## src/dld_pkg.sv

```systemverilog
// Shared types, constants and operation codes for the deadlock detector.
`default_nettype none
package dld_pkg;
    localparam int MAX_PROCESSES_DEF = 16;
    localparam int MAX_RESOURCES_DEF = 8;
    localparam int AMOUNT_BITS_DEF   = 16;

    typedef enum logic [1:0] {
        OP_LOAD_AVAIL = 2'd0,
        OP_LOAD_ALLOC = 2'd1,
        OP_LOAD_REQ   = 2'd2,
        OP_CHECK      = 2'd3
    } op_t;

    typedef enum logic [1:0] {
        CFG_PROCESS_COUNT  = 2'd0,
        CFG_RESOURCE_COUNT = 2'd1
    } cfg_idx_t;

    typedef enum logic [2:0] {
        ST_IDLE,
        ST_FETCH,
        ST_EVAL,
        ST_EMIT
    } state_t;

    typedef struct packed {
        logic [1:0]  operation;
        logic [3:0]  process_index;
        logic [2:0]  resource_index;
        logic [15:0] amount;
    } in_item_t;

    typedef struct packed {
        logic [3:0] process_id;
        logic       blocked;
        logic       deadlock_found;
        logic       last;
    } out_item_t;

    // Control from the sequencer to the resource cells.
    typedef struct packed {
        logic load_avail;
        logic compare_start;
        logic release_en;
    } cell_ctrl_t;
endpackage
`default_nettype wire

```

## src/dld_cell.sv

```systemverilog
// One resource cell: holds one available count, compares and releases.
`default_nettype none
module dld_cell #(
    parameter int AMOUNT_BITS = dld_pkg::AMOUNT_BITS_DEF
) (
    input  wire logic                   clk,
    input  wire logic                   rst_n,
    input  wire dld_pkg::cell_ctrl_t    ctrl,
    input  wire logic                   active,
    input  wire logic [AMOUNT_BITS-1:0] load_value,
    input  wire logic [AMOUNT_BITS-1:0] req_value,
    input  wire logic [AMOUNT_BITS-1:0] alloc_value,
    input  wire logic                   fit_in,
    output logic                        fit_out
);
    logic [AMOUNT_BITS-1:0] avail_reg, avail_next;
    logic [AMOUNT_BITS:0]   sum;
    logic                   fit_reg, fit_next;

    assign sum = {1'b0, avail_reg} + {1'b0, alloc_value};

    always_comb
    begin
        avail_next = avail_reg;
        if (ctrl.load_avail)
        begin
            avail_next = load_value;
        end
        else if (ctrl.release_en && active)
        begin
            avail_next = sum[AMOUNT_BITS] ? {AMOUNT_BITS{1'b1}} : sum[AMOUNT_BITS-1:0];
        end
    end

    // The fit flag ripples from cell to cell, one stage per clock.
    always_comb
    begin
        fit_next = fit_in && (!active || (avail_reg >= req_value));
    end

    always_ff @(posedge clk)
    begin
        avail_reg <= avail_next;
    end

    always_ff @(posedge clk or negedge rst_n)
    begin
        if (!rst_n)
        begin
            fit_reg <= 1'b0;
        end
        else
        begin
            fit_reg <= fit_next;
        end
    end

    assign fit_out = fit_reg;
endmodule
`default_nettype wire

```

## src/dld_ctrl.sv

```systemverilog
// Check sequencer: walks processes, drives the cell chain, emits results.
`default_nettype none
module dld_ctrl #(
    parameter int MAX_PROCESSES = dld_pkg::MAX_PROCESSES_DEF,
    parameter int MAX_RESOURCES = dld_pkg::MAX_RESOURCES_DEF
) (
    input  wire logic                             clk,
    input  wire logic                             rst_n,
    input  wire logic                             start,
    input  wire logic [$clog2(MAX_PROCESSES+1)-1:0] np,
    input  wire logic                             chain_fit,
    input  wire logic                             out_stall,
    output dld_pkg::state_t                       state,
    output logic [$clog2(MAX_PROCESSES)-1:0]      proc,
    output dld_pkg::cell_ctrl_t                   ctrl,
    output logic                                  out_valid,
    output dld_pkg::out_item_t                    out_item
);
    localparam int PW = $clog2(MAX_PROCESSES);
    localparam int CW = $clog2(MAX_RESOURCES + 1);

    dld_pkg::state_t state_reg, state_next;
    logic [PW-1:0] proc_reg, proc_next;
    logic [CW-1:0] wait_reg, wait_next;
    logic [MAX_PROCESSES-1:0] fin_reg, fin_next;
    logic progress_reg, progress_next;
    logic last_proc;
    logic fits;

    assign last_proc = ({1'b0, proc_reg} == ({1'b0, np} - 1'b1));
    assign fits = chain_fit && !fin_reg[proc_reg];

    always_comb
    begin
        state_next    = state_reg;
        proc_next     = proc_reg;
        wait_next     = wait_reg;
        fin_next      = fin_reg;
        progress_next = progress_reg;
        case (state_reg)
            dld_pkg::ST_IDLE:
            begin
                if (start)
                begin
                    fin_next      = '0;
                    proc_next     = '0;
                    progress_next = 1'b0;
                    state_next    = dld_pkg::ST_FETCH;
                end
            end
            dld_pkg::ST_FETCH:
            begin
                // The memory read is registered, then the chain ripples.
                wait_next  = MAX_RESOURCES[CW-1:0];
                state_next = dld_pkg::ST_EVAL;
            end
            dld_pkg::ST_EVAL:
            begin
                if (wait_reg != '0)
                begin
                    wait_next = wait_reg - 1'b1;
                end
                else
                begin
                    if (fits)
                    begin
                        fin_next[proc_reg] = 1'b1;
                    end
                    if (last_proc)
                    begin
                        proc_next = '0;
                        if (fits || progress_reg)
                        begin
                            progress_next = 1'b0;
                            state_next    = dld_pkg::ST_FETCH;
                        end
                        else
                        begin
                            state_next = dld_pkg::ST_EMIT;
                        end
                    end
                    else
                    begin
                        proc_next     = proc_reg + 1'b1;
                        progress_next = progress_reg || fits;
                        state_next    = dld_pkg::ST_FETCH;
                    end
                end
            end
            dld_pkg::ST_EMIT:
            begin
                if (!out_stall)
                begin
                    if (last_proc)
                    begin
                        proc_next  = '0;
                        state_next = dld_pkg::ST_IDLE;
                    end
                    else
                    begin
                        proc_next = proc_reg + 1'b1;
                    end
                end
            end
            default:
            begin
                state_next = dld_pkg::ST_IDLE;
            end
        endcase
    end

    always_comb
    begin
        ctrl.load_avail    = 1'b0;
        ctrl.compare_start = (state_reg == dld_pkg::ST_FETCH);
        ctrl.release_en    = (state_reg == dld_pkg::ST_EVAL) && (wait_reg == '0) && fits;
        out_valid          = (state_reg == dld_pkg::ST_EMIT);
        out_item.process_id     = 4'(proc_reg);
        out_item.blocked        = !fin_reg[proc_reg];
        out_item.deadlock_found = 1'b0;
        for (int i = 0; i < MAX_PROCESSES; i++)
        begin
            if (i < int'(np) && !fin_reg[i])
            begin
                out_item.deadlock_found = 1'b1;
            end
        end
        out_item.last = last_proc;
    end

    always_ff @(posedge clk or negedge rst_n)
    begin
        if (!rst_n)
        begin
            state_reg    <= dld_pkg::ST_IDLE;
            proc_reg     <= '0;
            wait_reg     <= '0;
            fin_reg      <= '0;
            progress_reg <= 1'b0;
        end
        else
        begin
            state_reg    <= state_next;
            proc_reg     <= proc_next;
            wait_reg     <= wait_next;
            fin_reg      <= fin_next;
            progress_reg <= progress_next;
        end
    end

    assign state = state_reg;
    assign proc  = proc_reg;

    a_emit_done: assert property (@(posedge clk) disable iff (!rst_n)
        out_valid && !out_stall && last_proc |=> state_reg == dld_pkg::ST_IDLE)
        else $error("emit did not return to idle");
    a_release_once: assert property (@(posedge clk) disable iff (!rst_n)
        ctrl.release_en |=> fin_reg[$past(proc_reg)])
        else $error("released process not marked finished");
    a_eval_after_fetch: assert property (@(posedge clk) disable iff (!rst_n)
        state_reg == dld_pkg::ST_FETCH |=> state_reg == dld_pkg::ST_EVAL)
        else $error("fetch not followed by eval");
endmodule
`default_nettype wire

```

## src/deadlock_detection.sv

```systemverilog
// Deadlock detector top level: stores, configuration and resource cell chain.
// Usage:
//   Input channel (in_valid/in_stall, payload in_item) carries load and check
//   transfers. Loads of the available vector and of the allocation and
//   request matrices are taken one per cycle while idle and produce no result.
//   A check transfer starts a sequence of passes over the processes in use.
//   Each process step first reads its rows from the matrix memories into
//   registers, then the fit flag ripples down the chain of one cell per
//   resource. A check makes passes over the processes, at most
//   process_count + 1 of them, followed by one result per process.
//   Output channel (out_valid/out_stall, payload out_item) presents one
//   result per cycle; a stall holds the current result until it transfers.
//   No input is accepted while a check is running or results remain.
//   Reset returns the sequencer to idle and the counts to 16 and 8; store
//   contents are undefined until loaded.
`default_nettype none
module deadlock_detection #(
    parameter int MAX_PROCESSES = dld_pkg::MAX_PROCESSES_DEF,
    parameter int MAX_RESOURCES = dld_pkg::MAX_RESOURCES_DEF,
    parameter int AMOUNT_BITS   = dld_pkg::AMOUNT_BITS_DEF
) (
    input  wire logic               clk,
    input  wire logic               rst_n,
    input  wire logic               in_valid,
    output logic                    in_stall,
    input  wire dld_pkg::in_item_t  in_item,
    output logic                    out_valid,
    input  wire logic               out_stall,
    output dld_pkg::out_item_t      out_item,
    input  wire logic               cfg_we,
    input  wire logic [0:0]         cfg_index,
    input  wire logic [4:0]         cfg_data
);
    localparam int PW = $clog2(MAX_PROCESSES);
    localparam int RW = $clog2(MAX_RESOURCES);
    localparam int NPW = $clog2(MAX_PROCESSES + 1);
    localparam int NRW = $clog2(MAX_RESOURCES + 1);

    logic [4:0] pcount_reg;
    logic [3:0] rcount_reg;
    logic [NPW-1:0] np;
    logic [NRW-1:0] nres;
    dld_pkg::state_t state;
    logic [PW-1:0] proc;
    dld_pkg::cell_ctrl_t seq_ctrl;
    logic accept;
    logic chain_fit;
    logic compare_reg;
    logic [AMOUNT_BITS-1:0] amt;
    logic [AMOUNT_BITS*MAX_RESOURCES-1:0] alloc_mem [MAX_PROCESSES];
    logic [AMOUNT_BITS*MAX_RESOURCES-1:0] req_mem [MAX_PROCESSES];
    logic [AMOUNT_BITS*MAX_RESOURCES-1:0] alloc_row_reg, req_row_reg;
    logic [MAX_RESOURCES:0] fit_chain;
    logic pi_ok, ri_ok;

    always_ff @(posedge clk or negedge rst_n)
    begin
        if (!rst_n)
        begin
            pcount_reg <= 5'd16;
            rcount_reg <= 4'd8;
        end
        else if (cfg_we)
        begin
            case (cfg_index)
                1'(dld_pkg::CFG_PROCESS_COUNT):  pcount_reg <= cfg_data;
                1'(dld_pkg::CFG_RESOURCE_COUNT): rcount_reg <= cfg_data[3:0];
                default: ;
            endcase
        end
    end

    always_comb
    begin
        if (pcount_reg == '0)
            np = NPW'(1);
        else if (32'(pcount_reg) > MAX_PROCESSES)
            np = NPW'(MAX_PROCESSES);
        else
            np = NPW'(pcount_reg);
        if (rcount_reg == '0)
            nres = NRW'(1);
        else if (32'(rcount_reg) > MAX_RESOURCES)
            nres = NRW'(MAX_RESOURCES);
        else
            nres = NRW'(rcount_reg);
    end

    assign in_stall = (state != dld_pkg::ST_IDLE);
    assign accept   = in_valid && !in_stall;
    assign amt      = AMOUNT_BITS'(in_item.amount);
    assign pi_ok    = 32'(in_item.process_index) < MAX_PROCESSES;
    assign ri_ok    = 32'(in_item.resource_index) < MAX_RESOURCES;

    always_ff @(posedge clk)
    begin
        if (accept && pi_ok && ri_ok)
        begin
            if (in_item.operation == dld_pkg::OP_LOAD_ALLOC)
                alloc_mem[PW'(in_item.process_index)]
                    [RW'(in_item.resource_index)*AMOUNT_BITS +: AMOUNT_BITS] <= amt;
            if (in_item.operation == dld_pkg::OP_LOAD_REQ)
                req_mem[PW'(in_item.process_index)]
                    [RW'(in_item.resource_index)*AMOUNT_BITS +: AMOUNT_BITS] <= amt;
        end
        alloc_row_reg <= alloc_mem[proc];
        req_row_reg   <= req_mem[proc];
    end

    dld_ctrl #(
        .MAX_PROCESSES(MAX_PROCESSES),
        .MAX_RESOURCES(MAX_RESOURCES)
    ) u_ctrl (
        .clk       (clk),
        .rst_n     (rst_n),
        .start     (accept && in_item.operation == dld_pkg::OP_CHECK),
        .np        (np),
        .chain_fit (chain_fit),
        .out_stall (out_stall),
        .state     (state),
        .proc      (proc),
        .ctrl      (seq_ctrl),
        .out_valid (out_valid),
        .out_item  (out_item)
    );

    // The chain starts in the cycle after the fetch, once the row registers hold
    // the current process.
    always_ff @(posedge clk or negedge rst_n)
    begin
        if (!rst_n)
        begin
            compare_reg <= 1'b0;
        end
        else
        begin
            compare_reg <= seq_ctrl.compare_start;
        end
    end

    assign fit_chain[0] = compare_reg;
    assign chain_fit = fit_chain[MAX_RESOURCES];

    genvar g;
    generate
        for (g = 0; g < MAX_RESOURCES; g++)
        begin : g_cell
            dld_pkg::cell_ctrl_t cc;
            always_comb
            begin
                cc = seq_ctrl;
                cc.load_avail = accept && in_item.operation == dld_pkg::OP_LOAD_AVAIL
                                && ri_ok && (32'(in_item.resource_index) == g);
            end
            dld_cell #(.AMOUNT_BITS(AMOUNT_BITS)) u_cell (
                .clk         (clk),
                .rst_n       (rst_n),
                .ctrl        (cc),
                .active      (g < int'(nres)),
                .load_value  (amt),
                .req_value   (req_row_reg[g*AMOUNT_BITS +: AMOUNT_BITS]),
                .alloc_value (alloc_row_reg[g*AMOUNT_BITS +: AMOUNT_BITS]),
                .fit_in      (fit_chain[g]),
                .fit_out     (fit_chain[g+1])
            );
        end
    endgenerate

    a_no_accept_busy: assert property (@(posedge clk) disable iff (!rst_n)
        out_valid |-> in_stall)
        else $error("input accepted while results pending");
    a_idle_no_out: assert property (@(posedge clk) disable iff (!rst_n)
        state == dld_pkg::ST_IDLE |-> !out_valid)
        else $error("result while idle");
    a_check_starts: assert property (@(posedge clk) disable iff (!rst_n)
        accept && in_item.operation == dld_pkg::OP_CHECK |=> state == dld_pkg::ST_FETCH)
        else $error("check did not start");
endmodule
`default_nettype wire
```

## config.mk

```make
export PLATFORM = sky130hd
export DESIGN_NAME = deadlock_detection
export DESIGN_NICKNAME = d
export VERILOG_FILES = /design/src/dld_pkg.sv /design/src/dld_cell.sv /design/src/dld_ctrl.sv /design/src/deadlock_detection.sv
export SDC_FILE = /design/constraint.sdc
export NUM_CORES = 2
export LEC_CHECK = 0
export BUFFER_PORTS_ARGS = -buffer_cell sky130_fd_sc_hd__buf_4
export CORE_MARGIN = 1.5
export CORE_UTILIZATION = 63
export DETAILED_ROUTE_END_ITERATION = 8
export PLACE_DENSITY = 0.75
export SLEW_MARGIN = 25
export SYNTH_ARGS = -nofsm -noshare
export SYNTH_HDL_FRONTEND = slang
export SYNTH_HIERARCHICAL = 1
export SYNTH_SLANG_ARGS = --single-unit
```

## constraint.sdc

```tcl
create_clock -name clk -period 3.58 [get_ports clk]
set_input_delay 1.074 -clock clk [delete_from_list [all_inputs] [get_ports clk]]
set_output_delay 1.074 -clock clk [all_outputs]
set_load 0.01 [all_outputs]
```

# == Word level (Yosys, flattened, before mapping) ==
# Memory sizes are Yosys's and may differ from the RTL's. A register that Yosys moved wholly into a read port is not among the register bits.
# Cells that the tools add are included.
# op_classes
n_addsub,12
magnitude_cmp,36
n_eq_ne,21
n_shift,2
n_mux,77
bitwise_logic,2
n_reduce_logical,108
# op_table
operator,count
2-to-1 mux 16 bit,27
2-to-1 mux 128 bit,2
adder 16 x 16 -> 17 bit,8
>= comparator 16 bit,8
variable shift 16 x 34 -> 128 bit (first input constant),1
variable part select 16 x 34 -> 128 bit,1
logical AND 1 bit,47
< comparator 4 x 5 -> 1 bit (first input constant),8
negation 7 -> 34 bit,1
case mux 16 bit (2 select lines),1
2-to-1 mux 4 bit,7
logical NOT 1 bit,26
2-to-1 mux 1 bit,26
< comparator 3 x 5 -> 1 bit (first input constant),4
nonzero test 2 bit,10
< comparator 3 x 4 -> 1 bit (first input constant),4
bitwise OR 16 bit,1
AND reduction 4 bit,4
equality test 3 x 2 -> 1 bit (second input constant),4
equality test 3 bit (second input constant),4
2-to-1 mux 3 bit,4
case mux 3 bit (4 select lines),1
case mux 4 bit (3 select lines),1
< comparator 1 x 5 -> 1 bit (first input constant),2
other kinds (32),56
# totals
regBits,174
mem_bits_rw,4096
inputBits,36
output_inout_bits,9
elab_cells,284
memories,2
# memory_table
name,depth,width,read_ports,rd_clocked_by_memory_dff,wr,line_no,source
alloc_mem,16,128,1,1,1,deadlock_detection.sv:50,logic [AMOUNT_BITS*MAX_RESOURCES-1:0] alloc_mem [MAX_PROCESSES];
req_mem,16,128,1,1,1,deadlock_detection.sv:51,logic [AMOUNT_BITS*MAX_RESOURCES-1:0] req_mem [MAX_PROCESSES];

# == Depth between registers and ports, before layout ==
# logic_depth
ltp_word,21
ltp_mapped,11
mapped_depth_nobuf,11

# == Cells and area by module ==
# The synthesis kept the hierarchy.
# by_module_without_submodules
mod,instances,cells_each,area_per_inst_um2,seq_area_each_um2
deadlock_detection,1,7443,161147.1,128375.6
dld_cell,8,206,1933.1,505.5
dld_ctrl,1,195,1834.3,675.6

# == Worst setup path before layout ==
# No wires, ideal clock.
# synth_path
path_type,input to register
start,input port in_item[17] in the netlist's numbering
end,"memory alloc_mem[15][64] in the netlist's numbering, enable pin"
setup_ns,0.388
arrival_time_ns,3.480
required_ns,3.192
path_slack_ns,-0.289
path_stages,9
path_buffers,2
cell_sequence,inv_1 -> ha_1 -> ha_1 -> buf_4 -> or4b_1 -> a21oi_4 -> nand2_1 -> buf_2 -> nor2_1
# synth_via
elab_chain_cells,3
# synth_lines
item,line_no,source
start: declaration,deadlock_detection.sv:26,"input wire dld_pkg::in_item_t in_item,"
negation 7 -> 34 bit,deadlock_detection.sv:101,[RW'(in_item.resource_index)*AMOUNT_BITS +: AMOUNT_BITS] <= amt;
variable shift 16 x 34 -> 128 bit,deadlock_detection.sv:100,alloc_mem[PW'(in_item.process_index)]
2-to-1 mux 128 bit (implied by the code),deadlock_detection.sv:100,
end: declaration,deadlock_detection.sv:50,
# Every way passes these cells.

==> flow_summary.ini <==
[setup_path]
crit_family = simple AND/OR/NAND/NOR gates
critical_path_class = register to primary output
slowest_delay_ps = 400
rr_worst_depth = 8
endpoint_kind = primary output
cp-start-kind = register
path_buf_inv = 3
cp.arrival_ps = 2880
critPathRequiredTime_ps = 2510
cp_max_fo = 4
slowest_stage = dfrtp_1
path_cells = nor3_2, nor2_2, nor2_4, inv_4, ha_4, xor2_1, o311ai_1, a221oi_2, nand2_2, inv_2, buf_6
worst-path-stages = 11

[final_layout]
syn_to_final_growth_pct = 15.7
finish.utilization_pct = 73.2
final_cells = 14300
layout-drive-gt1-share_pct = 25.8
nets = 10400
final_area_mm2 = 0.206
nFillCells = 15700
largestRegisters = alloc_mem: 2048 flops, req_mem: 2048 flops

[die]
die_h_um = 535
start_util_pct = 63.3
dieArea_mm2 = 0.286
coreArea_mm2 = 0.282
die_w_um = 535
row_count = 195
ios = 45

[global_route]
overflow = 0
grt_max_degree = 97
grt_pass1_vias = 97300
grt_first_pass_wirelength_mm = 696
track_usage_pct = 34.4
antenna_found_initial = 33

[clock_network]
cts_tree = done
cts_made_buffers = 431
cts_hold_buf = 0
clk_pin_slew_ps = 60
cts_buffer_depth = 4
clk_root_buffer_cell = clkbuf_16
cts.sinks = 4525
worst_skew_pair.late_latency_ps = 980
cts.htree.levels = 5

[detailed_routing]
antenna_left = 0
viasPerCell = 6.82
drc = 0
drt_iter0_markers = 13600
wl_per_cell_um = 34.2
drt_wl_total_mm = 488
num_vias = 97400
firstDrtPassIters = 8

[power_and_ir_drop]
seqPwrFrac_pct = 42.7
p_leak_nw = 67.9
peakVddDrop_mv = 0.644
power_switching_mw = 41.8
p_per_area_mw_per_mm2 = 687
finalPower_mw = 142
pwr-share-comb_pct = 25.2
power_frac_clock_pct = 32.1
p_int_mw = 99.9
swShare_pct = 29.5

[synth]
netlist_area_mm2 = 0.178
synthCells = 9285
syn_area_per_cell_um2 = 19.2
ys_warn_count = 6

[timing]
fin_crit_sh_pct = 110
fin_skew_ps = 41.1
maxSlewViolCount = 0
relSlewSlack_pct = 35.2
finalSetupViolations = 2
rsz0062_at_grt = true
setup_tns_ps = -700
worstMarginPinSlew_ps = 969
worst_slack_ps = -369
hold_violations = 0
finalCriticalPeriod_ps = 3950
fmaxAchievable_mhz = 253

[placed_design]
dpl-instance-area_mm2 = 0.192
io_buffers = 44
finalWeightedCongestion = 0.936
dp.cells = 13400
dp_hpwl_mm = 297

[worst_hold_path]
min_path_type = input port to async pin

[status]
status = finished with violations
violations = setup timing

[flow_run]
cap_viol_max_count = 0
## power by group through the flow
stage | Sequential [mW] | Combinational (mW) | Clock, mW
2_1_floorplan | 61.1 | 23.7 | 0
6_report | 60.5 | 35.8 | 45.5
3_3_place_gp | 61.7 | 33.9 | 0
3_5_place_dp | 61.7 | 34.7 | 0
4_1_cts | 60.5 | 35.3 | 45.8
5_1_grt | 60.6 | 37.7 | 47.8
## metrics by stage
| step | hold WS [ps] | setup slack (ps) |
|---|---|---|
| 6_report | 198 | -369 |
| 5_1_grt | 219 | -491 |
| 4_1_cts | 171 | -405 |
| 3_5_place_dp | 475 | -164 |
| 3_3_place_gp | 451 | -109 |
| 2_1_floorplan | 433 | -249 |
## routing by layer
layer  global-route usage, %  wire length (µm)
met5                       0               106
met4                    17.5             27000
met3                    7.66             58200
met2                    53.7            233000
met1                    46.1            170000
## cell usage in the layout (no fill, tap or decap), drive strengths merged, types with 25 or more instances in the layout
cell type / n
a21o: 98
nor2b: 143
nor2: 407
nand3: 143
nand2: 352
dfrtp: 43
edfxtp: 4224
o21ai: 70
mux4: 856
o22ai: 73
bufinv: 39
mux2i: 358
xnor2: 65
inv: 189
xor2: 44
clkinv: 189
clkbuf: 552
a21oi: 258
nand4: 25
dfxtp: 256
a22oi: 526
buf: 867
ha: 269
diode: 36
o211ai: 51
and2: 101
o21a: 26
## area by class of cell
type | instances | area [µm²] | share of cell area [%]
Sequential cell | 4525 | 133000 | 64.5
Multi-Input combinational cell | 4118 | 43200 | 20.9
Clock buffer | 552 | 11700 | 5.66
Timing Repair Buffer | 867 | 10600 | 5.12
Tap cell | 3743 | 4680 | 2.27
Clock inverter | 255 | 2430 | 1.18
Inverter | 180 | 681 | 0.330
Antenna cell | 36 | 90.1 | 0.0436
## repair_timing
| action | CTS | global route |
|---|---|---|
| setup endpoints to repair | 4 | 3 |
| gates resized for setup | 21 | 6 |
| hold endpoints to repair | 0 | 0 |
| pin swaps | 11 | 10 |
| buffers inserted | 10 | 6 |
## final timing paths
path | from | endpoint | slack (ps)
worst min-delay path | rst_n | u_ctrl/state[0]$_DFFE_PN0P_ | 200
min in group clk | cfg_data[4] | pcount_reg[4]$_DFFE_PN1P_ | 380
worst max register to register | u_ctrl/proc[1]$_DFFE_PN0P_ | req_row_reg[16]$_DFF_P_ | 280
worst min register to register | compare_reg$_DFF_PN0_ | g_cell[0].u_cell/fit_out$_DFF_PN0_ | 500
max in group asynchronous | rst_n | u_ctrl/proc[1]$_DFFE_PN0P_ | 2800
worst max-delay path | pcount_reg[1]$_DFFE_PN0P_ | out_item[0] | -370
Note: power is estimated with default switching activity, not from simulation.
